`src/rtl/assert_macros.svh`:
```
// ----------------------------------------------------------------------------
// Assertion macros
// Shared concurrent assertion wrappers, clocked on i_clk, held off in reset.
// ----------------------------------------------------------------------------
`ifndef ASSERT_MACROS_SVH
`define ASSERT_MACROS_SVH

// property must hold at every clock edge out of reset
`define ASSERT_CLK(name, prop, msg) \
    name: assert property (@(posedge i_clk) disable iff (!i_rst_n) (prop)) \
        else $error(msg);

// condition must never be seen out of reset
`define ASSERT_NEVER(name, cond, msg) \
    name: assert property (@(posedge i_clk) disable iff (!i_rst_n) !(cond)) \
        else $error(msg);

`endif

```
`src/rtl/fpa_pkg.sv`:
```
// ----------------------------------------------------------------------------
// fpa_pkg
// Widths, operation codes and beat types of the Q24.8 fixed-point ALU.
// ----------------------------------------------------------------------------
`timescale 1ns / 1ps

package fpa_pkg;

    localparam int W        = 32;
    localparam int F        = 8;
    localparam int DIV_BITS = W + F;
    localparam int MAG_W    = (2 * W - F > W + F) ? (2 * W - F + 1) : (W + F + 1);

    localparam logic [2*W:0] HALF = (F == 0) ? '0 : ((2 * W + 1)'(1) << (F - 1));
    localparam logic [W-1:0] WMAX = {1'b0, {(W-1){1'b1}}};
    localparam logic [W-1:0] WMIN = {1'b1, {(W-1){1'b0}}};

    localparam logic [3:0] KIND_ADD      = 4'd0;
    localparam logic [3:0] KIND_SUB      = 4'd1;
    localparam logic [3:0] KIND_MUL      = 4'd2;
    localparam logic [3:0] KIND_DIV      = 4'd3;
    localparam logic [3:0] KIND_MIN      = 4'd4;
    localparam logic [3:0] KIND_MAX      = 4'd5;
    localparam logic [3:0] KIND_INC      = 4'd6;
    localparam logic [3:0] KIND_DEC      = 4'd7;
    localparam logic [3:0] KIND_TO_INT   = 4'd8;
    localparam logic [3:0] KIND_FROM_INT = 4'd9;

    typedef struct packed {
        logic [3:0]          kind;
        logic signed [W-1:0] operand_a;
        logic signed [W-1:0] operand_b;
    } t_in_beat;

    typedef struct packed {
        logic signed [W-1:0] value;
        logic                a_less;
        logic                a_equal;
        logic                a_greater;
        logic                divide_by_zero;
        logic                saturated;
    } t_out_beat;

    typedef struct packed {
        logic [3:0]     kind;
        logic           lt;
        logic           eq;
        logic           gt;
        logic [W-1:0]   simple_val;
        logic           simple_sat;
        logic           neg;
        logic           dbz;
        logic [W-1:0]   mag_a;
        logic [W-1:0]   divisor;
        logic [2*W-1:0] prod;
    } t_op;

    typedef struct packed {
        logic [W-1:0]        rem;
        logic [DIV_BITS-1:0] dq;
    } t_div;

endpackage

```
`src/rtl/fpa_div_step.sv`:
```
// ----------------------------------------------------------------------------
// fpa_div_step
// One restoring-division stage: one quotient bit per register stage.
// ----------------------------------------------------------------------------
`timescale 1ns / 1ps

module fpa_div_step import fpa_pkg::*; (
    input  logic i_clk,
    input  logic i_rst_n,
    input  logic i_en,
    input  logic i_valid,
    input  t_op  i_op,
    input  t_div i_div,
    output logic o_valid,
    output t_op  o_op,
    output t_div o_div
);

    logic       r_valid;
    t_op        r_op;
    t_div       r_div;
    t_div       n_div;
    logic [W:0] trial;
    logic [W:0] diff;
    logic       ge;

    assign trial = {i_div.rem, i_div.dq[DIV_BITS-1]};
    assign diff  = trial - {1'b0, i_op.divisor};
    assign ge    = trial >= {1'b0, i_op.divisor};

    always_comb begin
        n_div.rem = ge ? diff[W-1:0] : trial[W-1:0];
        n_div.dq  = {i_div.dq[DIV_BITS-2:0], ge};
    end

    always_ff @(posedge i_clk) begin
        if (!i_rst_n) begin
            r_valid <= 1'b0;
        end else if (i_en) begin
            r_valid <= i_valid;
        end
    end

    always_ff @(posedge i_clk) begin
        if (i_en) begin
            r_op  <= i_op;
            r_div <= n_div;
        end
    end

    assign o_valid = r_valid;
    assign o_op    = r_op;
    assign o_div   = r_div;

endmodule

```
`config.mk`:
```
export PLATFORM = sky130hd
export DESIGN_NAME = fpa_div_step
export DESIGN_NICKNAME = d
export VERILOG_FILES = /design/src/rtl/assert_macros.svh /design/src/rtl/fpa_pkg.sv /design/src/rtl/fpa_div_step.sv
export SDC_FILE = /design/constraint.sdc
export NUM_CORES = 1
export LEC_CHECK = 0
export ABC_AREA = 1
export BUFFER_PORTS_ARGS = -buffer_cell sky130_fd_sc_hd__buf_2
export CAP_MARGIN = 20
export CELL_PAD_IN_SITES_DETAIL_PLACEMENT = 0
export CELL_PAD_IN_SITES_GLOBAL_PLACEMENT = 1
export CORE_AREA = 2 2 190 192
export DETAILED_ROUTE_END_ITERATION = 16
export DIE_AREA = 0 0 192 194
export PLACE_DENSITY_LB_ADDON = 0.2
export SLEW_MARGIN = 20
export SYNTH_ARGS = -nofsm -noshare
export SYNTH_HDL_FRONTEND = slang
export SYNTH_SLANG_ARGS = --single-unit
```
`constraint.sdc`:
```
create_clock -name i_clk -period 1.9 [get_ports i_clk]
set_input_delay 0.285 -clock i_clk [delete_from_list [all_inputs] [get_ports i_clk]]
set_output_delay 0.285 -clock i_clk [all_outputs]
set_load 0.02 [all_outputs]
```
==> Yosys cells after proc, flatten, opt, wreduce, memory -nomap -nowiden <==
Cells that the tools add are included.
{ "totals": {"ff_bits": 243} }
{ "op_classes": {"addsub": 1, "order_cmp": 1, "muxes": 1} }
{ "ops": {"columns": ["op", "count"], "rows": [
  ["33-bit by 32-bit >= comparator with 1-bit output", 1],
  ["32-bit two-way mux", 1],
  ["32-bit subtractor", 1]
]} }

==> Longest topological paths before layout <==
{ "depth": {"ltp_word": 2, "ltp_mapped": 16, "ltp_nobuf": 14} }

==> Least setup slack after synthesis <==
No wires, ideal clock.
{ "synth_path": {"path_type": "input-to-reg", "start": "in i_div[39] in the netlist's numbering", "end": "reg r_div, in the netlist o_div[56] (data pin)", "setup_time_ns": 0.252, "arrival_ns": 1.630, "path_slack_ns": 0.017, "stages": 13, "path_buffers": 0, "cell_sequence": "inv_1 -> ha_1 -> fa_1 -> inv_1 -> nand3_1 -> nand3_1 -> nand2_1 -> nand3_1 -> nand3_1 -> nand2_1 -> nand2_1 -> nand3_2 -> nand2_1"} }
{ "synth_rtl": {"columns": ["item", "line", "source"], "rows": [
  ["from (decl)", "fpa_div_step.sv:13", "input t_div i_div,"],
  ["to (signal assigned)", "fpa_div_step.sv:47", "r_div <= n_div;"],
  ["to (decl)", "fpa_div_step.sv:21", "t_div r_div;"]
]} }

==> impl_metrics.py <==
metrics = {
    "timing": {
        "slew_headroom_pct": 70.9,
        "min_period_ns": 1.80,
        "hold_violations": 0,
        "max_freq_mhz": 556,
        "timing.final.crit_share_pct": 94.7,
        "rsz0062_at_grt": "false",
        "tightest_slew_ns": 0.437,
        "finalMaxSlewViolations": 0,
        "setup_violations": 0,
        "holdWs_ns": 0.0432,
        "tns_ns": 0,
        "finalClockSkew_ns": 0,
    },
    "worst_setup_path": {
        "crit_top_cell": "nand2_1",
        "cp-end-kind": "register",
        "arrival_ns": 2.10,
        "crit_type": "primary input to register",
        "r2r-start": "o_valid",
        "slowest_delay_ns": 0.40,
        "slowest_stage": "fa_1",
        "cp_top_family": "simple AND/OR/NAND/NOR gates",
        "path_cells": "buf_2, ha_1, fa_1, inv_1, nand3_1, nand3_1, nand3_1, nand2_1, nand2_1, nand2_1, nand2_1, nand3_1, nand2_1",
        "crit_buf_inv": 2,
        "cp-start-kind": "primary input",
        "required_ns": 2.20,
        "path_max_fanout": 3,
        "startpoint": "i_op[64]",
    },
    "global_routing": {
        "overflow": 0,
        "antenna_found_initial": 6,
        "grt_use_total_pct": 22.0,
        "grt_pass1_vias": 9723,
        "grt_max_degree": 46,
        "grt_pass1_wl_mm": 60.5,
    },
    "floorplan": {
        "dieArea_um2": 37200,
        "die_h_um": 194,
        "core_um2": 35200,
        "fp.dieW_um": 192,
        "rows": 69,
        "ios": 489,
        "initial_utilization_pct": 29.7,
    },
    "cts": {
        "clockBufferDepth": 3,
        "htree_levels": 1,
        "clk_latency_ns": 0.55,
        "cts-root-buf": "clkbuf_16",
        "postCtsSetupBuffers": 0,
        "path_clk_slew_ns": 0.06,
        "cts_tree": "done",
        "clkSinkCount": 243,
        "numCtsBuffers": 28,
    },
    "detailed_routing": {
        "dr.pass1.iters": 4,
        "ant_nets": 0,
        "vias_per_cell": 4.24,
        "drt_wl_total_mm": 42.4,
        "route.vias.total": 9397,
        "wire_per_inst_um": 19.1,
        "drcViolationCount": 0,
        "initialDrtViolationCount": 413,
    },
    "cells_and_area": {
        "regArea_um2": 7290,
        "area_growth_pct": 65.9,
        "drive_gt1_share_pct": 38.3,
        "multi_input_area_um2": 2530,
        "nets": 2009,
        "fin_util_pct": 49.3,
        "nFillCells": 3336,
    },
    "yosys": {
        "syn_nets": 1172,
        "yosysWarnings": 0,
        "synth-seq-cells": 243,
        "synth_seq_area_share_pct": 69.7,
        "syn_area_per_cell_um2": 11.7,
        "synth_top_area_share_pct": 69.5,
        "netlist_instances": 893,
        "ys_types": 27,
        "syn-cell-area_um2": 10500,
        "synth_area_leaders": "edfxtp_1, nand2_1, inv_1, ha_1, nand3_1",
        "yosysTopAreaCell": "edfxtp_1",
    },
    "placement": {
        "gp_congestion": 0.877,
        "port_buffers": 488,
        "hpwl_mm": 32.4,
    },
    "flow_run": {
        "cap_violations": 0,
    },
    "run_status": {
        "status": "finished clean",
    },
    "power": {
        "power.density_nw_per_um2": 869,
        "leakage_nw": 8.36,
        "ir_worst_vdd_mv": 0.691,
    },
    "hold_path": {
        "hold_path.class": "primary input to register",
        "hold_start": "i_op[82]",
    },
}
## cell type report
type / instances / area share [%]
sequential: 243 / 42.0
inverter: 151 / 3.27
multi-input combinational: 489 / 14.6
clock inverter: 15 / 0.735
tap: 461 / 3.32
clock buffer: 35 / 4.31
timing repair buffer: 817 / 31.7
antenna: 6 / 0.0865
## Yosys cell counts
master	instances
edfxtp_1	242
nor3_1	6
o21ai_0	3
buf_6	1
a21o_1	2
nand3b_1	11
nand3_2	11
nand2_8	1
and2_1	8
inv_1	151
nor2_1	34
nor2_4	1
dfxtp_1	1
a21oi_1	22
ha_1	32
buf_2	7
xnor2_1	1
fa_1	1
nand2_1	274
nand2_2	3
buf_12	2
xor2_1	13
nand4_1	3
nor2_2	3
nand3_1	56
nand2_4	1
nor3_2	3
## worst reg2reg max path, cell delays in order (launching register included)
cell	delay, ns
dfxtp_1	0.32
o21ai_0	0.18
a21oi_1	0.06
dlygate4sd3_1	0.56
## layout by cell type, fill, tap and decap left out, drive strengths merged, types with 9 or more instances in the layout
master and n:
nor3 9, a21oi 22, buf 607, dlygate4sd3 210, nand3 67, edfxtp 242, ha 32, inv 152
nand3b 11, xor2 13, clkbuf 35, nand2 279, nor2 38, clkinv 10
## where the power goes
part	switching (mW)	total, mW	internal [mW]
combinational	1.90	3.24	1.34
clock	2.21	5.26	3.04
sequential	0.126	6.58	6.45
## registers in the layout (all words and copies together), names as in the netlist
register	flops
o_valid	1
o_div	72
o_op	170
## final timing paths
kind	endpoint	slack [ns]	depth (start not counted)
worst max-delay path	o_div[68]	0.10	13
worst min-delay path	o_op[82]	0.04	2
worst max register to register	o_valid	0.67	3
worst min register to register	o_valid	1.15	3
## metal layers
metal	share of wire [%]	wire, µm	GRT usage (%)	vias to the layer above
met5	0.042	18	0	-
met4	3.1	1330	7.18	2
met3	6.5	2760	4.52	72
met2	48	20200	37.2	306
met1	43	18100	28.0	4379
li1	-	-	-	4638
## kinds of logic after synthesis
| group | after synthesis | synth area share [%] |
|---|---|---|
| AO/OA/AOI/OAI | 27 | 1.34 |
| AND/OR/NAND/NOR | 415 | 17.6 |
| flip-flops | 243 | 69.7 |
| buffers and inverters | 161 | 6.24 |
| XOR/XNOR | 14 | 1.17 |
| adder cells (fa/ha/maj) | 33 | 4.02 |
## repair_timing
item | in CTS | in global routing
setup endpoints to repair | 0 | 2
hold endpoints to repair | 209 | 0
resized for setup | 0 | 2
hold buffers | 210 | 0
## through the flow
step / instance area, µm² / instances / total power, mW / setup WS (ns)
after floorplan: 10500 / 893 / 8.09 / 0.0174
after global placement: 14400 / 1951 / 9.56 / -0.434
after detailed placement: 14400 / 1951 / 9.58 / -0.442
after CTS: 17300 / 2211 / 15.3 / 0.152
after global routing: 17300 / 2212 / 15.7 / 0.00403
final: 17400 / 2217 / 15.1 / 0.102
Note: power is estimated with default switching activity, not from simulation.
