<file path="config.mk">
export PLATFORM = sky130hd
export DESIGN_NAME = fpa_front
export DESIGN_NICKNAME = d
export VERILOG_FILES = /design/src/rtl/assert_macros.svh /design/src/rtl/fpa_pkg.sv /design/src/rtl/fpa_front.sv
export SDC_FILE = /design/constraint.sdc
export NUM_CORES = 1
export LEC_CHECK = 0
export BUFFER_PORTS_ARGS = -buffer_cell sky130_fd_sc_hd__buf_4
export CAP_MARGIN = 20
export CELL_PAD_IN_SITES_DETAIL_PLACEMENT = 0
export CELL_PAD_IN_SITES_GLOBAL_PLACEMENT = 2
export CORE_UTILIZATION = 36
export CTS_BUF_LIST = sky130_fd_sc_hd__clkbuf_8
export CTS_CLUSTER_DIAMETER = 80
export DETAILED_ROUTE_END_ITERATION = 8
export GPL_TIMING_DRIVEN = 0
export HOLD_SLACK_MARGIN = 0.06
export PLACE_DENSITY = 0.84
export SYNTH_ARGS = -nofsm -noshare
export SYNTH_HDL_FRONTEND = slang
export SYNTH_SLANG_ARGS = --single-unit
</file>
<file path="constraint.sdc">
create_clock -name i_clk -period 5.2 [get_ports i_clk]
set_input_delay 0.52 -clock i_clk [delete_from_list [all_inputs] [get_ports i_clk]]
set_output_delay 0.52 -clock i_clk [all_outputs]
set_load 0.01 [all_outputs]
</file>
<file path="src/rtl/assert_macros.svh">
// ----------------------------------------------------------------------------
// Assertion macros
// Shared concurrent assertion wrappers, clocked on i_clk, held off in reset.
// ----------------------------------------------------------------------------
`ifndef ASSERT_MACROS_SVH
`define ASSERT_MACROS_SVH

// property must hold at every clock edge out of reset
`define ASSERT_CLK(name, prop, msg) \
    name: assert property (@(posedge i_clk) disable iff (!i_rst_n) (prop)) \
        else $error(msg);

// condition must never be seen out of reset
`define ASSERT_NEVER(name, cond, msg) \
    name: assert property (@(posedge i_clk) disable iff (!i_rst_n) !(cond)) \
        else $error(msg);

`endif

</file>
<file path="src/rtl/fpa_pkg.sv">
// ----------------------------------------------------------------------------
// fpa_pkg
// Widths, operation codes and beat types of the Q24.8 fixed-point ALU.
// ----------------------------------------------------------------------------
`timescale 1ns / 1ps

package fpa_pkg;

    localparam int W        = 32;
    localparam int F        = 8;
    localparam int DIV_BITS = W + F;
    localparam int MAG_W    = (2 * W - F > W + F) ? (2 * W - F + 1) : (W + F + 1);

    localparam logic [2*W:0] HALF = (F == 0) ? '0 : ((2 * W + 1)'(1) << (F - 1));
    localparam logic [W-1:0] WMAX = {1'b0, {(W-1){1'b1}}};
    localparam logic [W-1:0] WMIN = {1'b1, {(W-1){1'b0}}};

    localparam logic [3:0] KIND_ADD      = 4'd0;
    localparam logic [3:0] KIND_SUB      = 4'd1;
    localparam logic [3:0] KIND_MUL      = 4'd2;
    localparam logic [3:0] KIND_DIV      = 4'd3;
    localparam logic [3:0] KIND_MIN      = 4'd4;
    localparam logic [3:0] KIND_MAX      = 4'd5;
    localparam logic [3:0] KIND_INC      = 4'd6;
    localparam logic [3:0] KIND_DEC      = 4'd7;
    localparam logic [3:0] KIND_TO_INT   = 4'd8;
    localparam logic [3:0] KIND_FROM_INT = 4'd9;

    typedef struct packed {
        logic [3:0]          kind;
        logic signed [W-1:0] operand_a;
        logic signed [W-1:0] operand_b;
    } t_in_beat;

    typedef struct packed {
        logic signed [W-1:0] value;
        logic                a_less;
        logic                a_equal;
        logic                a_greater;
        logic                divide_by_zero;
        logic                saturated;
    } t_out_beat;

    typedef struct packed {
        logic [3:0]     kind;
        logic           lt;
        logic           eq;
        logic           gt;
        logic [W-1:0]   simple_val;
        logic           simple_sat;
        logic           neg;
        logic           dbz;
        logic [W-1:0]   mag_a;
        logic [W-1:0]   divisor;
        logic [2*W-1:0] prod;
    } t_op;

    typedef struct packed {
        logic [W-1:0]        rem;
        logic [DIV_BITS-1:0] dq;
    } t_div;

endpackage

</file>
<file path="src/rtl/fpa_front.sv">
// ----------------------------------------------------------------------------
// fpa_front
// Input register and decode stage: compares, add/sub/min/max/inc/dec,
// conversion to integer and operand magnitudes.
// ----------------------------------------------------------------------------
`timescale 1ns / 1ps

module fpa_front import fpa_pkg::*; (
    input  logic     i_clk,
    input  logic     i_rst_n,
    input  logic     i_en,
    input  logic     i_valid,
    input  t_in_beat i_data,
    output logic     o_valid,
    output t_op      o_op
);

    logic     r_valid_in;
    t_in_beat r_in;
    logic     r_valid_op;
    t_op      r_op;
    t_op      n_op;

    function automatic logic [W:0] add_sat(input logic [W-1:0] a, input logic [W-1:0] b,
                                           input logic sub);
        logic [W:0] s;
        logic       ovf;
        s   = sub ? ({a[W-1], a} - {b[W-1], b}) : ({a[W-1], a} + {b[W-1], b});
        ovf = s[W] != s[W-1];
        return {ovf, ovf ? (a[W-1] ? WMIN : WMAX) : s[W-1:0]};
    endfunction

    function automatic logic [W-1:0] mag(input logic [W-1:0] x);
        return x[W-1] ? (~x + W'(1)) : x;
    endfunction

    always_ff @(posedge i_clk) begin
        if (!i_rst_n) begin
            r_valid_in <= 1'b0;
            r_valid_op <= 1'b0;
        end else if (i_en) begin
            r_valid_in <= i_valid;
            r_valid_op <= r_valid_in;
        end
    end

    always_ff @(posedge i_clk) begin
        if (i_en) begin
            r_in <= i_data;
            r_op <= n_op;
        end
    end

    always_comb begin
        logic [W:0] res;
        res              = '0;
        n_op             = '0;
        n_op.kind        = r_in.kind;
        n_op.lt          = r_in.operand_a < r_in.operand_b;
        n_op.eq          = r_in.operand_a == r_in.operand_b;
        n_op.gt          = r_in.operand_a > r_in.operand_b;
        n_op.mag_a       = mag(r_in.operand_a);
        n_op.divisor     = mag(r_in.operand_b);
        n_op.neg         = (r_in.kind == KIND_FROM_INT) ? r_in.operand_a[W-1]
                         : (r_in.operand_a[W-1] ^ r_in.operand_b[W-1]);
        n_op.dbz         = (r_in.kind == KIND_DIV) && (r_in.operand_b == '0);
        unique case (r_in.kind)
            KIND_ADD:    res = add_sat(r_in.operand_a, r_in.operand_b, 1'b0);
            KIND_SUB:    res = add_sat(r_in.operand_a, r_in.operand_b, 1'b1);
            KIND_INC:    res = add_sat(r_in.operand_a, W'(1), 1'b0);
            KIND_DEC:    res = add_sat(r_in.operand_a, W'(1), 1'b1);
            KIND_MIN:    res = {1'b0, n_op.gt ? r_in.operand_b : r_in.operand_a};
            KIND_MAX:    res = {1'b0, n_op.lt ? r_in.operand_b : r_in.operand_a};
            KIND_TO_INT: res = {1'b0, W'(r_in.operand_a >>> F)};
            default:     res = '0;
        endcase
        n_op.simple_sat = res[W];
        n_op.simple_val = res[W-1:0];
    end

    assign o_valid = r_valid_op;
    assign o_op    = r_op;

endmodule

</file>
# [Yosys cells after proc, flatten, opt, wreduce, memory -nomap -nowiden]
# Cells that the tools add are included.
[totals] register_bits=176 word_cells=55
[classes] add_sub_neg=6 magnitude_cmp=2 eq_ne=13 n_mux=11 bitwise_logic=3 n_reduce_logical=3
[op_table] cell="33-bit case mux with 7 select lines" count=1
[op_table] cell="32-bit 2-to-1 mux" count=7
[op_table] cell="32-bit by 1-bit adder with 32-bit output, second input constant" count=2
[op_table] cell="32-bit NOT" count=2
[op_table] cell="31-bit 2-to-1 mux" count=2
[op_table] cell="32-bit by 2-bit adder with 33-bit output, second input constant" count=1
[op_table] cell="32-bit by 32-bit adder with 33-bit output" count=1
[op_table] cell="32-bit by 2-bit subtractor with 33-bit output, second input constant" count=1
[op_table] cell="32-bit by 32-bit subtractor with 33-bit output" count=1
[op_table] cell="32-bit == test" count=1
[op_table] cell="32-bit greater-than comparator" count=1
[op_table] cell="32-bit logical NOT" count=1
[op_table] cell="32-bit < comparator" count=1
[op_table] cell="4-bit by 3-bit == test with 1-bit output, second input constant" count=4
[op_table] cell="4-bit == test, second input constant" count=2
[op_table] cell="4-bit by 1-bit == test with 1-bit output, second input constant" count=1
[op_table] cell="4-bit by 2-bit == test with 1-bit output, second input constant" count=1
[op_table] cell="4-bit logical NOT" count=1
[op_table] cell="1-bit inequality test" count=4
[op_table] cell="1-bit logical AND" count=1
[op_table] cell="1-bit 2-to-1 mux" count=1
[op_table] cell="1-bit XOR" count=1

# [Depth between registers and ports, before layout]
[logic_depth] ltp_word=4 mapped_depth=16 depth_no_buf=13

# [Worst setup path before layout]
# OpenSTA, ideal clock, no wires.
[synth_timing] kind="register to register" from="reg r_in[12] in the netlist's numbering" to="reg r_op, in the netlist o_op[155] (data pin)" arrival_ps=3297 required_time_ps=4918 path_slack_ps=1621 path_stages_with_launch=16 cell_sequence="edfxtp_1 -> clkbuf_1 -> inv_1 -> ha_1 -> buf_2 -> a21oi_1 -> o31ai_1 -> a31o_2 -> a31oi_1 -> o41ai_4 -> a211oi_2 -> nor2_4 -> inv_2 -> mux2_1 -> a2111oi_1 -> o2111ai_1"
[synth_lines] element="start: declaration" line_no="fpa_front.sv:19" text="t_in_beat r_in;"
[synth_lines] element="start signal: assignment" line_no="fpa_front.sv:49" text="r_in <= i_data;"
[synth_lines] element="end signal: assignment" line_no="fpa_front.sv:50" text="r_op <= n_op;"
[synth_lines] element="end: declaration" line_no="fpa_front.sv:21" text="t_op r_op;"

==> flow_summary.rst <==
.. list-table::
   :header-rows: 1

   * - Metric
     - Value
   * - Status
     - complete, no violations
   * - Count of mapped cells out of synthesis
     - 1644
   * - Crit Path Max Fanout
     - 10
   * - Number of remaining DRC errors
     - 0
   * - Latest clock arrival within the worst-skew pair
     - 540 ps
   * - Overall die width
     - 205 um
   * - Number of vias after detailed routing
     - 13600
   * - P_leak
     - 0.00687 uW
   * - Wire length of the first global-routing pass
     - 84.5 mm
   * - Number of buffers inserted to repair setup after CTS
     - 0
   * - Total CTS buffers
     - 17
   * - Maximum ir drop on the vdd rail
     - between 0.00015 and 0.0002 V
   * - Required time worst endpoint
     - 5440 ps
   * - Transition time at the pin with the least slew margin
     - roughly 1100 ps
   * - Headroom to the max-slew limit
     - 0.243
   * - Fraction of final layout cells with drive strength greater than 1
     - 0.196
   * - Asr flop ratio synth
     - 0
   * - Register-to-register path setup slack
     - between 150 and 200 ps
   * - DPL Wire Length
     - between 40 and 50 mm
   * - Total standard cell area after synthesis
     - 14800 sq um
   * - Area inside the core boundary
     - about 40000 sq um
   * - Number of input and output port buffers inserted
     - 178
   * - Starting Density
     - 0.369
   * - CP max stage delay
     - roughly 480 ps
   * - Power density normalized to cell area
     - ~270 nW/um^2
   * - Count of routing violations after the opening detailed-route iteration
     - 1240
   * - Maximum number of pins on one net before global-route repair
     - 94
   * - Area taken by multi-input logic gates
     - about 8500 sq um
   * - Number of nets in the layout
     - roughly 2000
   * - Number of max-capacitance violations reported
     - 0
   * - Main area contributors after synthesis
     - edfxtp_1, xnor2_1, ha_1, o21ai_0, a21oi_1
   * - Critical path's slowest cell
     - clkbuf_1
   * - Unrepaired setup endpoints after global routing
     - no
   * - Global Route Usage Sum
     - 0.276
   * - RD Place Congestion
     - 0.945
   * - Period utilization
     - 0.970
   * - Leading area contributor after synthesis
     - edfxtp_1
   * - Layout Skew
     - 8.39 ps
   * - Number of cells traversed by the worst register-to-register path
     - 16
   * - Syn-to-layout area delta
     - 17.8%
   * - Antenna violations before repair
     - 0
   * - Total overflow reported by the global router
     - 0
   * - Fin. max-slew vios
     - 0
   * - Final hold vios
     - 0
   * - Reg-to-reg startpoint
     - r_in[22]
   * - Synth cell count leaders
     - edfxtp_1, o21ai_0, xnor2_1
   * - Utilization of the core after routing
     - 0.434
   * - Antenna cells
     - 0
   * - Cell depth of the worst setup path
     - 16
   * - Kind of path behind the tightest hold check
     - input pin to flop
   * - Critical Path End Type
     - flop
   * - Clock Path Buffers
     - 2
   * - Floorplan die height
     - 205 um
   * - CTS clk-pin slew, worst paths
     - 100 ps
   * - Die area
     - 41900 sq um
   * - Synthesized area per cell
     - 8.99 sq um
   * - Endpoint of the worst setup timing path
     - o_op[151]
   * - Number of warnings issued by yosys
     - 0
   * - Critical Path Source
     - r_in[22]
   * - Average wire per standard cell
     - 23.7 um
   * - Post-route antenna net violation count
     - 0
   * - Worst flop-to-flop path endpoint
     - o_op[151]
   * - Most common cell in the netlist
     - edfxtp_1
   * - Total of flip-flops plus latches after synthesis
     - roughly 180
   * - Final setup viols
     - 0
   * - Number of enable flip-flop cells after synthesis
     - 174
   * - Number of placement rows
     - 73
   * - Buffer cell driving the clock tree root
     - clkbuf_8
   * - Maximum clock frequency
     - around 200 MHz
   * - Fill count
     - 4043
   * - H-tree levels
     - 4
   * - DRT Pass-1 Iters
     - 7
   * - Number of top-level pins
     - 243
   * - Routed wire length
     - 57.9 mm
   * - Reg area
     - 5270 sq um
   * - Worst Setup Start Kind
     - flop
   * - Crit path arrival time
     - ~5300 ps
   * - Sequential fraction of the synthesis area
     - 0.356
   * - Flip-flop cell with the highest count after synthesis
     - edfxtp_1
   * - Clock Sinks
     - between 150 and 200
   * - Crit path cell chain
     - clkbuf_1 -> inv_1 -> ha_1 -> clkbuf_1 -> a21oi_1 -> o211ai_1 -> nand3_1 -> a31oi_1 -> or2_2 -> a211oi_2 -> nor2_4 -> inv_2 -> buf_2 -> o22ai_1 -> a221oi_1 -> nand3_1
   * - Fin crit period
     - between 5000 and 6000 ps
   * - Area share of the largest cell type after synthesis
     - 0.354
   * - CTS tree
     - done
   * - Number of global-route vias before repair
     - 12900
   * - Buffers plus inverters on the worst setup path
     - 5
   * - Dominant delay contributor by cell family on the critical path
     - compound AO/OA/AOI/OAI gates
   * - Count of different cell masters after synthesis
     - 87
   * - Accumulated negative setup slack
     - 0 ps
   * - Average vias per placed instance
     - 5.56
   * - Kind of critical path
     - flop to flop
cell families (layout without fill, tap and decap cells):
kind of cell               Yosys count  in the layout  share of synthesized area
other                                1             64                   0.000254
buffers and inverters              256            468                     0.0863
DFF                                176            176                      0.356
xor gates and xnor gates           171            171                      0.102
and+or+nand+nor                    464            464                      0.164
AOI/OAI and AO/OA                  453            453                      0.193
muxes                               54             54                     0.0387
adders and majority gates           69             69                     0.0594
worst reg2reg max path: stages, from the launching register on:
cell	delay (ps)
edfxtp_1	370
clkbuf_1	480
inv_1	100
ha_1	320
clkbuf_1	280
a21oi_1	280
o211ai_1	150
nand3_1	120
a31oi_1	130
or2_2	340
a211oi_2	450
nor2_4	120
inv_2	290
buf_2	440
o22ai_1	200
a221oi_1	420
nand3_1	240
worst min-delay path by stage:
stage,startpoint,end,cells past startpoint
2_1_floorplan,n_op[166],o_op[166],0
3_3_place_gp,n_op[166],o_op[166],0
3_5_place_dp,n_op[167],o_op[167],0
4_1_cts,i_data[16],r_in[16],1
5_1_grt,i_data[21],r_in[21],1
6_report,i_data[16],r_in[16],1
state kept, by name, indices dropped and copies added, names as in the netlist:
register,cells
o_op,106
o_valid,1
r_in,64
r_valid_in,1
n_op,4
layout make-up:
cell class              count  share of cell area
inverters                  66              0.0142
repair buffers            180              0.0792
flip-flops and latches    176               0.302
multi-input cells        1275               0.488
clock buffers              17              0.0134
plain buffers             190              0.0591
well taps                 525              0.0377
clock inverters            15             0.00625
repair_timing:
| item | 4_1_cts | 5_1_grt |
|---|---|---|
| hold buffers | 0 | 0 |
| endpoints found under the setup margin | 0 | 9 |
| resized for setup | 0 | 6 |
power breakdown:
part           internal (uW)  switching, uW
sequential              1740            111
clock                    334            552
combinational            712           1210
cell usage in the layout, fill, tap and decap left out, drive strengths merged, types with 6 or more instances in the layout:
master	Yosys	final
xor2	35	35
a21o	15	15
or3	9	9
a31oi	15	15
o211ai	18	18
o31ai	17	17
nand2	120	120
a21oi	124	124
a2111oi	7	7
inv	65	71
buf	94	273
and2	6	6
o2111ai	12	12
a211oi	12	12
a221oi	14	14
o21bai	18	18
or4	11	11
ha	67	67
clkbuf	96	114
o21ai	152	152
nor2	90	90
mux2	25	25
conb	1	64
nand2b	22	22
nor3	44	44
clkinv	1	7
xnor2	136	136
or2	9	9
nand4	33	33
mux2i	29	29
nor4	21	21
nor2b	18	18
and3	19	19
nand3	43	43
edfxtp	174	174
metrics by stage:
stage                     instances  setup slack (ps)  total power, uW  hold slack (ps)  cell area, sq um
after floorplan                1707              1620             3020              424             15000
after CTS                      2443               136             4670              104             17400
after global routing           2444              53.8             4900              103             17400
after global placement         2410               253             3760              454             17000
after detailed placement       2411               186             3760              464             17000
final                          2444               155             4660              148             17400
layer usage:
layer,global-route usage,part of all wire,vias to the layer above,routed length (um)
li1,-,-,6377,-
met5,0,0,-,0
met4,0.0826,0.022,0,1280
met3,0.0455,0.067,56,3880
met2,0.433,0.46,537,26400
met1,0.387,0.45,6625,26300
No activity file was read; power rests on OpenSTA's default activity.
