`src/rtl/assert_macros.svh`:
```
// ----------------------------------------------------------------------------
// Assertion macros
// Shared concurrent assertion wrappers, clocked on i_clk, held off in reset.
// ----------------------------------------------------------------------------
`ifndef ASSERT_MACROS_SVH
`define ASSERT_MACROS_SVH

// property must hold at every clock edge out of reset
`define ASSERT_CLK(name, prop, msg) \
    name: assert property (@(posedge i_clk) disable iff (!i_rst_n) (prop)) \
        else $error(msg);

// condition must never be seen out of reset
`define ASSERT_NEVER(name, cond, msg) \
    name: assert property (@(posedge i_clk) disable iff (!i_rst_n) !(cond)) \
        else $error(msg);

`endif

```
`src/rtl/fpa_pkg.sv`:
```
// ----------------------------------------------------------------------------
// fpa_pkg
// Widths, operation codes and beat types of the Q24.8 fixed-point ALU.
// ----------------------------------------------------------------------------
`timescale 1ns / 1ps

package fpa_pkg;

    localparam int W        = 32;
    localparam int F        = 8;
    localparam int DIV_BITS = W + F;
    localparam int MAG_W    = (2 * W - F > W + F) ? (2 * W - F + 1) : (W + F + 1);

    localparam logic [2*W:0] HALF = (F == 0) ? '0 : ((2 * W + 1)'(1) << (F - 1));
    localparam logic [W-1:0] WMAX = {1'b0, {(W-1){1'b1}}};
    localparam logic [W-1:0] WMIN = {1'b1, {(W-1){1'b0}}};

    localparam logic [3:0] KIND_ADD      = 4'd0;
    localparam logic [3:0] KIND_SUB      = 4'd1;
    localparam logic [3:0] KIND_MUL      = 4'd2;
    localparam logic [3:0] KIND_DIV      = 4'd3;
    localparam logic [3:0] KIND_MIN      = 4'd4;
    localparam logic [3:0] KIND_MAX      = 4'd5;
    localparam logic [3:0] KIND_INC      = 4'd6;
    localparam logic [3:0] KIND_DEC      = 4'd7;
    localparam logic [3:0] KIND_TO_INT   = 4'd8;
    localparam logic [3:0] KIND_FROM_INT = 4'd9;

    typedef struct packed {
        logic [3:0]          kind;
        logic signed [W-1:0] operand_a;
        logic signed [W-1:0] operand_b;
    } t_in_beat;

    typedef struct packed {
        logic signed [W-1:0] value;
        logic                a_less;
        logic                a_equal;
        logic                a_greater;
        logic                divide_by_zero;
        logic                saturated;
    } t_out_beat;

    typedef struct packed {
        logic [3:0]     kind;
        logic           lt;
        logic           eq;
        logic           gt;
        logic [W-1:0]   simple_val;
        logic           simple_sat;
        logic           neg;
        logic           dbz;
        logic [W-1:0]   mag_a;
        logic [W-1:0]   divisor;
        logic [2*W-1:0] prod;
    } t_op;

    typedef struct packed {
        logic [W-1:0]        rem;
        logic [DIV_BITS-1:0] dq;
    } t_div;

endpackage

```
`src/rtl/fpa_back.sv`:
```
// ----------------------------------------------------------------------------
// fpa_back
// Rounding stage for multiply and divide, scaling for from-integer conversion,
// then saturation, result select and the output register.
// ----------------------------------------------------------------------------
`timescale 1ns / 1ps

`include "assert_macros.svh"

module fpa_back import fpa_pkg::*; (
    input  logic      i_clk,
    input  logic      i_rst_n,
    input  logic      i_en,
    input  logic      i_valid,
    input  t_op       i_op,
    input  t_div      i_div,
    output logic      o_valid,
    output t_out_beat o_data
);

    logic             r_valid_rnd;
    t_op              r_op;
    logic [MAG_W-1:0] r_mag;
    logic [MAG_W-1:0] n_mag;
    logic             r_valid_out;
    t_out_beat        r_out;
    t_out_beat        n_out;

    always_comb begin
        logic [2*W:0]      mul_sum;
        logic [DIV_BITS:0] div_q;
        logic              up;
        mul_sum = {1'b0, i_op.prod} + HALF;
        up      = {i_div.rem, 1'b0} >= {1'b0, i_op.divisor};
        div_q   = {1'b0, i_div.dq} + (DIV_BITS + 1)'(up);
        case (i_op.kind)
            KIND_MUL:      n_mag = MAG_W'(mul_sum >> F);
            KIND_DIV:      n_mag = MAG_W'(div_q);
            KIND_FROM_INT: n_mag = MAG_W'(i_op.mag_a) << F;
            default:       n_mag = '0;
        endcase
    end

    always_comb begin
        logic [MAG_W-1:0] limit;
        logic [MAG_W-1:0] m;
        logic             sat;
        limit = r_op.neg ? MAG_W'(WMIN) : MAG_W'(WMAX);
        sat   = r_mag > limit;
        m     = sat ? limit : r_mag;
        n_out.a_less         = r_op.lt;
        n_out.a_equal        = r_op.eq;
        n_out.a_greater      = r_op.gt;
        n_out.divide_by_zero = r_op.dbz;
        unique case (r_op.kind) inside
            KIND_MUL, KIND_DIV, KIND_FROM_INT: begin
                n_out.value     = r_op.neg ? (~m[W-1:0] + W'(1)) : m[W-1:0];
                n_out.saturated = sat;
            end
            default: begin
                n_out.value     = r_op.simple_val;
                n_out.saturated = r_op.simple_sat;
            end
        endcase
        if (r_op.dbz) begin
            n_out.value     = '0;
            n_out.saturated = 1'b0;
        end
    end

    always_ff @(posedge i_clk) begin
        if (!i_rst_n) begin
            r_valid_rnd <= 1'b0;
            r_valid_out <= 1'b0;
        end else if (i_en) begin
            r_valid_rnd <= i_valid;
            r_valid_out <= r_valid_rnd;
        end
    end

    always_ff @(posedge i_clk) begin
        if (i_en) begin
            r_op  <= i_op;
            r_mag <= n_mag;
            r_out <= n_out;
        end
    end

    assign o_valid = r_valid_out;
    assign o_data  = r_out;

    `ASSERT_CLK(a_cmp_onehot, !r_valid_out ||
        $onehot({r_out.a_less, r_out.a_equal, r_out.a_greater}), "compare bits not one-hot")
    `ASSERT_CLK(a_dbz_zero, (r_valid_out && r_out.divide_by_zero) |->
        (r_out.value == '0 && !r_out.saturated), "divide by zero result not zero")
    `ASSERT_CLK(a_sat_limit, (r_valid_out && r_out.saturated) |->
        (r_out.value == WMAX || r_out.value == WMIN), "saturated value off the limits")

endmodule

```
`config.mk`:
```
export PLATFORM = sky130hd
export DESIGN_NAME = fpa_back
export DESIGN_NICKNAME = d
export VERILOG_FILES = /design/src/rtl/fpa_pkg.sv /design/src/rtl/fpa_back.sv
export VERILOG_INCLUDE_DIRS = /design/src /design/src/rtl
export SDC_FILE = /design/constraint.sdc
export NUM_CORES = 1
export LEC_CHECK = 0
export BUFFER_PORTS_ARGS = -buffer_cell sky130_fd_sc_hd__clkbuf_2
export CORE_ASPECT_RATIO = 0.9
export CORE_MARGIN = 1.5
export CORE_UTILIZATION = 35
export DETAILED_ROUTE_END_ITERATION = 16
export MAX_ROUTING_LAYER = met4
export PLACE_DENSITY_LB_ADDON = 0.12
export SYNTH_ARGS = -nofsm -noshare
export SYNTH_HDL_FRONTEND = slang
export SYNTH_SLANG_ARGS = --single-unit
```
`constraint.sdc`:
```
create_clock -name i_clk -period 5.2 [get_ports i_clk]
set_input_delay 0.26 -clock i_clk [delete_from_list [all_inputs] [get_ports i_clk]]
set_output_delay 0.26 -clock i_clk [all_outputs]
set_load 0.01 [all_outputs]
```
After elaboration in Yosys (flattened, before gate mapping). Index checks and enable logic that the tools add are counted.

Latch bits: 0. Word-level logic and storage cells: 36. Memory bits (writable): 0. Output and inout port bits: 38. Input bits: 246. Bits in read-only memories: 0. Memories: 0. Bits in registers: 138.

Reductions and logical operators: 1. Add/sub/neg operators: 3. Shifts and indexed selects: 0. Equal/unequal tests: 6. Mux-type cells: 6. Magnitude comparators: 2. Divide/modulo/power cells: 0. Multiply operators: 0. Bitwise gates (word level): 1.

Operators by type and width (count): $pmux 57 s3 (1); $mux 32 (4); $add 64x8->65 const B (1); $gt 57x32->1 (1); $add 40x1->41 (1); $ge 33x32->1 (1); $add 32x1->32 const B (1); $not 32->32 (1); $eq 4x2->1 const B (4); $eq 4x4->1 const B (2); $reduce_or 3->1 (1); $mux 1 (1).

Depth between registers and ports, before layout. Gate-level depths: netlist of the first run.

Word-level depth: 7. Mapped depth: 19. Mapped depth without buffers: 18.

Least setup slack after synthesis of the first run. OpenSTA, ideal clock, no wires.

Path type: register -> register. Start: register r_op[129] (netlist bit). End: register r_out (netlist bit o_data[31]), data pin. Cell stages (with the launch flop): 18. Slack: 0.405 ns. Data arrival time: 4.607 ns. Period minus slack after synthesis: 4.795 ns. Cells stage by stage: edfxtp_1 > clkbuf_1 > clkinv_1 > clkbuf_1 > ha_1 > a211oi_1 > nand2_1 > nor4_1 > nand4_1 > o21ai_0 > clkbuf_1 > mux2i_1 > ha_1 > and2_1 > nand2_1 > o311ai_0 > a21oi_1 > o41ai_1.

Cells in the longest elaborated chain, start to end: 7.

RTL lines: from (decl) (RTL line fpa_back.sv:22) `t_op r_op;`; from (signal assigned) (RTL line fpa_back.sv:83) `r_op <= i_op;`; $mux 32 (RTL line fpa_back.sv:48) `limit = r_op.neg ? MAG_W'(WMIN) : MAG_W'(WMAX);`; $gt 57x32->1 (RTL line fpa_back.sv:49) `sat = r_mag > limit;`; $mux 32 (RTL line fpa_back.sv:50) `m = sat ? limit : r_mag;`; $not 32->32 (RTL line fpa_back.sv:57) `n_out.value = r_op.neg ? (~m[W-1:0] + W'(1)) : m[W-1:0];`; $add 32x1->32 (RTL line fpa_back.sv:57); $mux 32 (*) (RTL line fpa_back.sv:57); $mux 32 (*) (RTL line fpa_back.sv:55) `unique case (r_op.kind) inside`; to (signal assigned) (RTL line fpa_back.sv:85) `r_out <= n_out;`; to (decl) (RTL line fpa_back.sv:26) `t_out_beat r_out;`.

Every way passes the cells marked *; elsewhere a longest branch is shown, timed or not. A chain may end at the register's enable or synchronous reset.

Worst setup path after layout of the first run. Same ends and word-level chain as after synthesis.

==> impl_metrics.env, run 1 <==
export IMPL_yosysWarnings=0
export IMPL_synth_edf_count=136
export IMPL_ctsRootBufferMaster="clkbuf_16"
export IMPL_synth_area_top_cells="edfxtp_1 42%, ha_1 8.8%, xor2_1 4.7%"
export IMPL_synthArstFlopShare_pct=0
export IMPL_drt_iter0_markers=507
export IMPL_cts_sinks=138
export IMPL_arrival_ps=4560
export IMPL_drc_errors=0
export IMPL_num_vias=8806
export IMPL_worstPathRequired_ps=5430
export IMPL_synthToLayoutAreaGrowth_pct=25.59
export IMPL_cp_max_fo=15
export IMPL_clk_pin_slew_ps=60
export IMPL_worst_pin_slew_ps=1092
export IMPL_final_common_cell="clkbuf_2"
export IMPL_ys_ff_latch=138
export IMPL_max_freq_mhz=231.0
export IMPL_final_cell_mix="275 x clkbuf_2, 136 x edfxtp_1, 119 x nand2_1, 96 x nor2_1, 68 x ha_1"
export IMPL_synthFlopType="edfxtp_1"
export IMPL_die_w_um=178.1
export IMPL_routed_via_density=5.298
export IMPL_drv_cap=0
export IMPL_grt_ovfl_total=0
export IMPL_max_slew_margin_pct=26.66
export IMPL_cts_buffers=17
export IMPL_dr_pass1_iters=7
export IMPL_period_minus_slack_ps=4328
export IMPL_wl_per_cell_um=17.53
export IMPL_setup_tns_ps=0
export IMPL_syn_area_mm2=0.009656
export IMPL_htreeDepth=4
export IMPL_reg2reg_slack_ps=870
export IMPL_hpwl_um=23140
export IMPL_die_area_mm2=0.02859
export IMPL_dieHeight_um=160.6
export IMPL_rsz0062_at_grt="no"
export IMPL_clock_skew_ps=10.23
export IMPL_path_class="register to register"
export IMPL_gp_congestion=0.9121
export IMPL_cts_buffer_depth=2
export IMPL_tritoncts="built"
export IMPL_grt_pass1_vias=8532
export IMPL_synth_distinct_cells=59
export IMPL_worstSetupStartpointType="register"
export IMPL_cp_end_kind="register"
export IMPL_io_buffers=276
export IMPL_ant_nets=0
export IMPL_synthCells=1018
export IMPL_antenna_found_initial=1
export IMPL_grt_max_degree=80
export IMPL_synth_area_leader_cell="edfxtp_1"
export IMPL_clk_latency_ps=420
export IMPL_synth_nets=1332
export IMPL_power_density_mw_per_mm2=255.8
export IMPL_postRouteWirelength_um=29130
export IMPL_coreArea_mm2=0.02703
export IMPL_final_hold_viol_count=0
export IMPL_nets=1608
export IMPL_p_leak_nw=4.897
export IMPL_post_place_cells=1616
export IMPL_status="complete, no violations"
export IMPL_initial_core_util_pct=35.72
export IMPL_io_pins=284
export IMPL_irDropWorstVdd_mv=0.1796
export IMPL_slew_viol_final=0
export IMPL_num_fill_cells=2702
export IMPL_stdcell_count=1662
export IMPL_grt_usage_pct=21.10
export IMPL_avgSynthCellArea_um2=9.485
export IMPL_setup_viol=0
export IMPL_core_rowCount=57
export IMPL_synth_top_area_share_pct=42.30
export IMPL_drive_above_1_share_pct=25.17
export IMPL_post_route_period_util_pct=83.23
export IMPL_yosysSeqAreaShare_pct=42.71
export IMPL_grt_first_pass_wirelength_um=45150
export IMPL_hp_class="primary input to register"
## path summary, 6_finish.rpt
kind / startpoint / to / cells past startpoint
worst max-delay path: r_op[129] / o_data[31] / 16
worst min-delay path: i_op[133] / r_op[133] / 1
worst max register to register: r_op[129] / o_data[31] / 16
worst min register to register: n_out[4] / o_data[4] / 0
## cells by family after synthesis
family                     after synthesis  synth area share (%)
buffers and inverters                   88                 3.576
xor gates and xnor gates                93                 8.436
adders and majority gates               68                 8.812
and+or+nand+nor                        420                 21.47
muxes                                    9                0.9330
DFF                                    138                 42.71
AOI/OAI and AO/OA                      202                 14.06
## flip-flops by register name (all words and copies together) (netlist names)
name	count
n_out	4
r_valid_rnd	1
r_op	38
o_data	37
r_mag	57
o_valid	1
## repair_timing
action                                 CTS  global route
resized for setup                        0             0
buffers inserted                         0             0
hold buffers                            13             0
endpoints found under the hold margin   13             0
## per-stage QoR
step	setup WS [ps]	total power [mW]	util, %	instance area, um^2	hold WS, ps
after floorplan	405.1	1.651	-	9656	358.9
after global placement	1068	1.910	42.22	11410	403.4
after detailed placement	978.3	1.920	42.22	11410	405.6
after CTS	958.8	3.134	44.85	12120	0.2164
after global routing	555.8	3.242	44.86	12130	4.012
final	871.8	3.102	44.86	12130	12.53
## layout make-up
type,count,area (um^2),area share (%)
diodes,1,2.502,0.02064
clock buffers,18,429.2,3.539
clock inverters,14,153.9,1.269
inverters,44,165.2,1.362
multi-input cells,792,5201,42.89
flip-flops and latches,138,4124,34.01
well taps,354,442.9,3.653
repair buffers,301,1608,13.26
## cell usage after synthesis (11+ instances only)
cell	count
clkbuf_1	39
ha_1	68
xnor2_1	41
nand2_1	119
xor2_1	52
a21oi_1	48
and3_1	13
o21ai_0	37
o221ai_1	31
nand3_1	48
nor3_1	30
or3_1	11
a21o_1	15
nand4_1	37
o22ai_1	16
inv_1	43
edfxtp_1	136
nor2_1	96
nor4_1	20
## critical path, cell delays in order (launching register included)
cell      delay [ps]
edfxtp_1         410
buf_4            220
ha_1             320
nand4_1          170
nor4_1           530
a22oi_1          190
nand4_1          150
o21a_1           180
nor2_1            50
a21oi_1          330
ha_1             250
buf_4            210
and2_1           170
nand2_1           60
o311ai_0         470
a21oi_1          150
o41ai_1          260
## layer usage
metal | wire, um | GRT usage [%]
met2 | 13220 | 32.37
met3 | 1746 | 3.433
met5 | 0 | -
met4 | 586 | 6.379
met1 | 13580 | 28.53
## where the power goes
| group | internal [mW] | leakage, nW | total (mW) | switching, mW |
|---|---|---|---|---|
| sequential | 1.32 | 1.35 | 1.39 | 0.0644 |
| clock | 0.746 | 0.282 | 1.20 | 0.454 |
| combinational | 0.230 | 3.26 | 0.516 | 0.286 |
Note: power is estimated with default switching activity, not from simulation.
==> run 2, diff against run 1 <==
--- a/config.mk
+++ b/config.mk
@@ -6,6 +6,7 @@
 export SDC_FILE = /design/constraint.sdc
 export NUM_CORES = 1
 export LEC_CHECK = 0
+export ABC_AREA = 1
 export BUFFER_PORTS_ARGS = -buffer_cell sky130_fd_sc_hd__clkbuf_2
 export CORE_ASPECT_RATIO = 0.9
 export CORE_MARGIN = 1.5
==> constraint.sdc (replaced) <==
create_clock -name i_clk -period 3.7 [get_ports i_clk]
set_input_delay 0.185 -clock i_clk [delete_from_list [all_inputs] [get_ports i_clk]]
set_output_delay 0.185 -clock i_clk [all_outputs]
set_load 0.01 [all_outputs]
==> impl_metrics.env, run 2 <==
export IMPL_worst_pin_slew_ps=1041
export IMPL_die_area_mm2=0.03216
export IMPL_rsz0062_at_grt="yes"
export IMPL_drt_iter0_markers=743
export IMPL_synthArstFlopShare_pct=0
export IMPL_multiInputGateArea_mm2=0.005948
export IMPL_setup_viol=0
export IMPL_gr_usage_met1_pct=32.42
export IMPL_worstSetupStartpoint="r_op[129]"
export IMPL_synthFlopType="edfxtp_1"
export IMPL_tritoncts="built"
export IMPL_clk_latency_ps=420
export IMPL_drive_above_1_share_pct=24.91
export IMPL_final_hold_viol_count=0
export IMPL_busiest_layer="met2"
export IMPL_ctsRootBufferMaster="clkbuf_16"
export IMPL_drv_cap=0
export IMPL_final_cell_area_mm2=0.01429
export IMPL_htreeDepth=4
export IMPL_post_route_period_util_pct=95.58
export IMPL_final_common_cell="nand2_1"
export IMPL_reg2reg_from="r_op[129]"
export IMPL_coreArea_mm2=0.03076
export IMPL_grt_ovfl_total=0
export IMPL_clockPowerShare_pct=36.1
export IMPL_postRouteWirelength_um=35220
export IMPL_ys_ff_latch=138
export IMPL_die_w_um=188.9
export IMPL_pwr_share_comb_pct=21.6
export IMPL_grt_usage_pct=22.62
export IMPL_fin_hold_ws_ps=69.05
export IMPL_synth_top_area_share_pct=37.53
export IMPL_synth_nets=1787
export IMPL_dr_pass1_iters=5
export IMPL_irDropWorstVdd_mv=0.2269
export IMPL_power_density_mw_per_mm2=315.3
export IMPL_syn_area_mm2=0.01088
export IMPL_hpwl_um=28780
export IMPL_num_vias=11330
export IMPL_io_buffers=276
export IMPL_synth_commonest_cells="352 x nand2_1, 197 x inv_1, 141 x nor2_1, 136 x edfxtp_1, 115 x nand3_1"
export IMPL_avgSynthCellArea_um2=7.388
export IMPL_setup_tns_ps=0
export IMPL_synth_distinct_cells=59
export IMPL_num_fill_cells=3125
export IMPL_yosysSeqAreaShare_pct=37.89
export IMPL_global_route_usage_met2_pct=33.66
export IMPL_p_int_mw=3.148
export IMPL_p_sw_mw=1.359
export IMPL_synthCells=1473
export IMPL_cts_sinks=138
export IMPL_final_util_pct=46.47
export IMPL_status="complete, no violations"
export IMPL_grt_first_pass_wirelength_um=54860
export IMPL_slew_viol_final=0
export IMPL_final_cell_mix="345 x nand2_1, 275 x clkbuf_2, 197 x inv_1, 136 x edfxtp_1, 133 x nor2_1"
export IMPL_wl_per_cell_um=15.55
export IMPL_antenna_found_initial=1
export IMPL_grt_met3_usage_pct=3.176
export IMPL_power_frac_seq_pct=42.4
export IMPL_swShare_pct=30.15
export IMPL_regArea_mm2=0.004124
export IMPL_synth_area_leader_cell="edfxtp_1"
export IMPL_largest_register_ffs=57
export IMPL_yosysWarnings=0
export IMPL_io_pins=284
export IMPL_holdCritStartpoint="i_op[96]"
export IMPL_finalWorstSetupSlack_ps=163.4
export IMPL_drc_errors=0
export IMPL_hp_class="primary input to register"
export IMPL_nets=2156
export IMPL_max_freq_mhz=282.8
export IMPL_cts_buffers=17
export IMPL_grt_max_degree=81
export IMPL_dp_slack_ps=-114.7
export IMPL_core_rowCount=61
export IMPL_initial_core_util_pct=35.38
export IMPL_grt_pass1_vias=10640
export IMPL_arrival_ps=3690
export IMPL_worstSetupStartpointType="register"
export IMPL_cts_buffer_depth=2
export IMPL_p_leak_nw=6.668
export IMPL_top_register="r_mag"
export IMPL_yosysMostFrequentCell="nand2_1"
export IMPL_clk_pin_slew_ps=60
export IMPL_path_class="register to register"
export IMPL_ant_nets=0
export IMPL_period_minus_slack_ps=3537
export IMPL_synth_area_top_cells="edfxtp_1 38%, nand2_1 12%, ha_1 7.8%"
export IMPL_dieHeight_um=170.3
export IMPL_clock_skew_ps=11.38
export IMPL_place_area_mm2=0.01316
export IMPL_worstPathRequired_ps=3850
export IMPL_cp_end_kind="register"
export IMPL_routed_via_density=5.004
export IMPL_synth_edf_count=136
export IMPL_max_slew_margin_pct=30.55
export IMPL_gp_congestion=0.9327
export IMPL_synthToLayoutAreaGrowth_pct=31.33
export IMPL_cp_max_fo=25
run 2: changes by cell type in the layout (fill, tap and decap cells not counted), sizes merged, moves of 25 or more:
cell / previous run / this run
o21ai: 37 / 82
nand2: 119 / 363
dlygate4sd3: 13 / 45
xor2: 52 / 3
nor3: 30 / 55
o221ai: 31 / 4
nand3: 49 / 120
a21oi: 48 / 102
buf: 13 / 61
xnor2: 41 / 1
nor2: 96 / 158
inv: 44 / 216
run 2: layout make-up:
class	count	share of cell area, %
Antenna cell	1	0.01751
Inverter	209	5.524
Tap cell	409	3.580
Timing Repair Buffer	381	16.39
Sequential cell	138	28.85
Clock inverter	15	1.042
Clock buffer	17	2.976
Multi-Input combinational cell	1095	41.62
run 2: what timing repair did:
item | CTS | global route
resized for setup | 0 | 31
hold endpoints to repair | 44 | 0
setup endpoints to repair | 0 | 29
setup buffers | 0 | 1
hold buffers | 45 | 0
run 2: through the flow:
stage / std cells / total power, mW
2_1_floorplan: 1473 / 2.425
3_3_place_gp: 2186 / 2.845
3_5_place_dp: 2186 / 2.860
4_1_cts: 2263 / 4.544
5_1_grt: 2265 / 4.764
6_report: 2265 / 4.507
run 2: logic make-up after synthesis:
family          count (synthesis)  synth area share [%]
simple gates                  782                 32.75
xor+xnor                        4                0.3220
compound gates                241                 12.60
fa+ha+maj                      68                 7.818
buf+inv                       240                 8.611
flops                         138                 37.89
run 2: critical path, cell delays in order (launching register included):
cell      delay (ps)
edfxtp_1         410
buf_12           180
ha_1             310
nand4_1          140
nor3_2           240
nand3_1          200
nor2_1           170
nand3b_1         140
nand3_2          140
nand2_1          100
inv_1             90
ha_2             190
nand3_2          100
a21boi_2         180
nand2_2          130
nor2_4           220
a21oi_1          100
o21ai_1          140
a21oi_1           90
run 2: per-layer routing:
metal | vias up | wire length, um
met5 | - | 0
met4 | 0 | 469
met3 | 21 | 2178
met2 | 411 | 15200
met1 | 5094 | 17370
li1 | 5807 | -
run 2: final timing paths:
check          endpoint  slack (ps)  cells past startpoint
max          o_data[19]         160                     18
min            r_mag[8]          70                      3
max reg2reg  o_data[19]         160                     18
min reg2reg   o_data[4]         430                      0
run 2: power by group through the flow:
stage | combinational (mW) | sequential, mW | clock [mW]
5_1_grt | 1.10 | 1.92 | 1.74
3_3_place_gp | 0.905 | 1.94 | 0
4_1_cts | 0.960 | 1.91 | 1.67
6_report | 0.972 | 1.91 | 1.63
3_5_place_dp | 0.918 | 1.94 | 0
2_1_floorplan | 0.476 | 1.95 | 0
==> run 3, diff against run 2 <==
--- a/config.mk
+++ b/config.mk
@@ -6,10 +6,9 @@
 export SDC_FILE = /design/constraint.sdc
 export NUM_CORES = 1
 export LEC_CHECK = 0
-export ABC_AREA = 1
+export ABC_AREA = 0
 export BUFFER_PORTS_ARGS = -buffer_cell sky130_fd_sc_hd__clkbuf_2
 export CORE_ASPECT_RATIO = 0.9
-export CORE_MARGIN = 1.5
 export CORE_UTILIZATION = 35
 export DETAILED_ROUTE_END_ITERATION = 16
 export MAX_ROUTING_LAYER = met4
==> impl_metrics.env, run 3 (synthesis results as in run 1) <==
export IMPL_drive_above_1_share_pct=28.81
export IMPL_grt_pass1_vias=8534
export IMPL_ant_nets=0
export IMPL_postRouteWirelength_um=29410
export IMPL_min_to="r_op[166]"
export IMPL_fin_hold_ws_ps=17.24
export IMPL_synthToLayoutAreaGrowth_pct=33.80
export IMPL_routed_via_density=5.202
export IMPL_cp_end_kind="register"
export IMPL_top_register="r_mag"
export IMPL_finalWorstSetupSlack_ps=149.9
export IMPL_die_w_um=177.1
export IMPL_p_total_mw=4.367
export IMPL_dr_pass1_iters=7
export IMPL_cts_buffers=17
export IMPL_r2r_cells=17
export IMPL_grt_max_degree=76
export IMPL_max_slew_margin_pct=32.39
export IMPL_post_place_cells=1647
export IMPL_irDropWorstVdd_mv=0.2548
export IMPL_final_cell_mix="275 x clkbuf_2, 136 x edfxtp_1, 115 x nand2_1, 96 x nor2_1, 59 x ha_1"
export IMPL_gp_congestion=0.8777
export IMPL_clk_pin_slew_ps=60
export IMPL_wl_per_cell_um=17.04
export IMPL_r2r_end="o_data[25]"
export IMPL_drv_cap=0
export IMPL_initial_core_util_pct=35.72
export IMPL_htreeDepth=4
export IMPL_grt_first_pass_wirelength_um=45370
export IMPL_tritoncts="built"
export IMPL_worst_pin_slew_ps=1006
export IMPL_worstPathRequired_ps=3880
export IMPL_arrival_ps=3730
export IMPL_die_area_mm2=0.02826
export IMPL_power_density_mw_per_mm2=338.0
export IMPL_dp_slack_ps=109.4
export IMPL_hpwl_um=22980
export IMPL_worstHoldPathCells=1
export IMPL_stdcell_count=1726
export IMPL_largest_register_ffs=57
export IMPL_core_rowCount=57
export IMPL_grt_ovfl_total=0
export IMPL_period_minus_slack_ps=3550
export IMPL_io_pins=284
export IMPL_rsz0062_at_grt="yes"
export IMPL_grt_usage_pct=21.35
export IMPL_final_hold_viol_count=0
export IMPL_num_fill_cells=2615
export IMPL_final_common_cell="clkbuf_2"
export IMPL_cts_sinks=138
export IMPL_antenna_found_initial=1
export IMPL_reg2reg_from="r_op[129]"
export IMPL_path_class="register to register"
export IMPL_dieHeight_um=159.6
export IMPL_clock_skew_ps=7.483
export IMPL_reg2reg_slack_ps=150
export IMPL_cp_max_fo=5
export IMPL_p_leak_nw=5.239
export IMPL_status="complete, no violations"
export IMPL_nets=1672
export IMPL_holdCritStartpoint="i_op[166]"
export IMPL_post_route_period_util_pct=95.95
export IMPL_worstSetupStartpointType="register"
export IMPL_slew_viol_final=0
export IMPL_clk_latency_ps=420
export IMPL_io_buffers=276
export IMPL_ctsRootBufferMaster="clkbuf_16"
export IMPL_cts_buffer_depth=2
export IMPL_max_freq_mhz=281.7
export IMPL_drc_errors=0
export IMPL_drt_iter0_markers=495
export IMPL_hp_class="primary input to register"
export IMPL_setup_viol=0
export IMPL_coreArea_mm2=0.02703
export IMPL_num_vias=8979
run 3: final cells by class:
class / count / area (um^2) / area share (%)
multi-input combinational: 792 / 5410 / 41.88
sequential: 138 / 4124 / 31.92
timing repair buffer: 365 / 2208 / 17.09
tap: 354 / 442.9 / 3.429
clock buffer: 18 / 429.2 / 3.322
inverter: 44 / 177.7 / 1.375
clock inverter: 14 / 123.9 / 0.9588
antenna: 1 / 2.502 / 0.01937
run 3: routing by layer:
layer  vias to the layer above  share of wire [%]  track usage, %
li1                       4522                  -               -
met1                      4131                 48           29.27
met2                       307                 46           32.88
met3                        19                5.7           3.749
met4                         0               0.88           4.232
met5                         -                  0               -
run 3: power by group:
group          leakage, nW  internal, mW  switching, mW
registers             1.35          1.86         0.0671
logic                 3.63         0.397          0.458
clock network        0.262         0.924          0.663
total                 5.24          3.18           1.19
run 3: worst max path at each step:
stage              start         end  slack [ps]  cells past startpoint
6_report       r_op[129]  o_data[25]         150                     17
5_1_grt        r_op[129]  o_data[25]         -50                     17
4_1_cts        r_op[129]  o_data[31]          70                     15
3_5_place_dp   r_op[129]  o_data[31]         110                     15
3_3_place_gp   r_op[129]  o_data[31]         160                     15
2_1_floorplan  r_op[129]  o_data[31]        -320                     18
run 3: per-stage QoR:
stage	setup TNS, ps	cell area, um^2	utilization (%)
after global routing	-75.85	12920	47.79
after detailed placement	0	11730	43.38
final	0	12920	47.79
after global placement	0	11730	43.38
after CTS	0	12690	46.94
after floorplan	-3683	9768	-
run 3: timing repair:
item	in CTS	in global routing
endpoints found under the setup margin	0	10
hold buffers	41	0
setup buffers	0	3
resized for setup	0	25
hold endpoints to repair	42	0
run 3: worst max-delay path, stage by stage, from the launching register on:
cell	delay [ps]
edfxtp_1	430
buf_4	190
clkbuf_16	160
ha_1	280
nand2_2	60
nor4_2	270
buf_4	160
and4_1	180
o21ai_1	90
o21ai_2	110
mux2i_2	300
ha_4	230
nand2_4	80
o41ai_4	360
xnor2_1	110
o21ai_1	130
buf_4	130
nand2_1	40
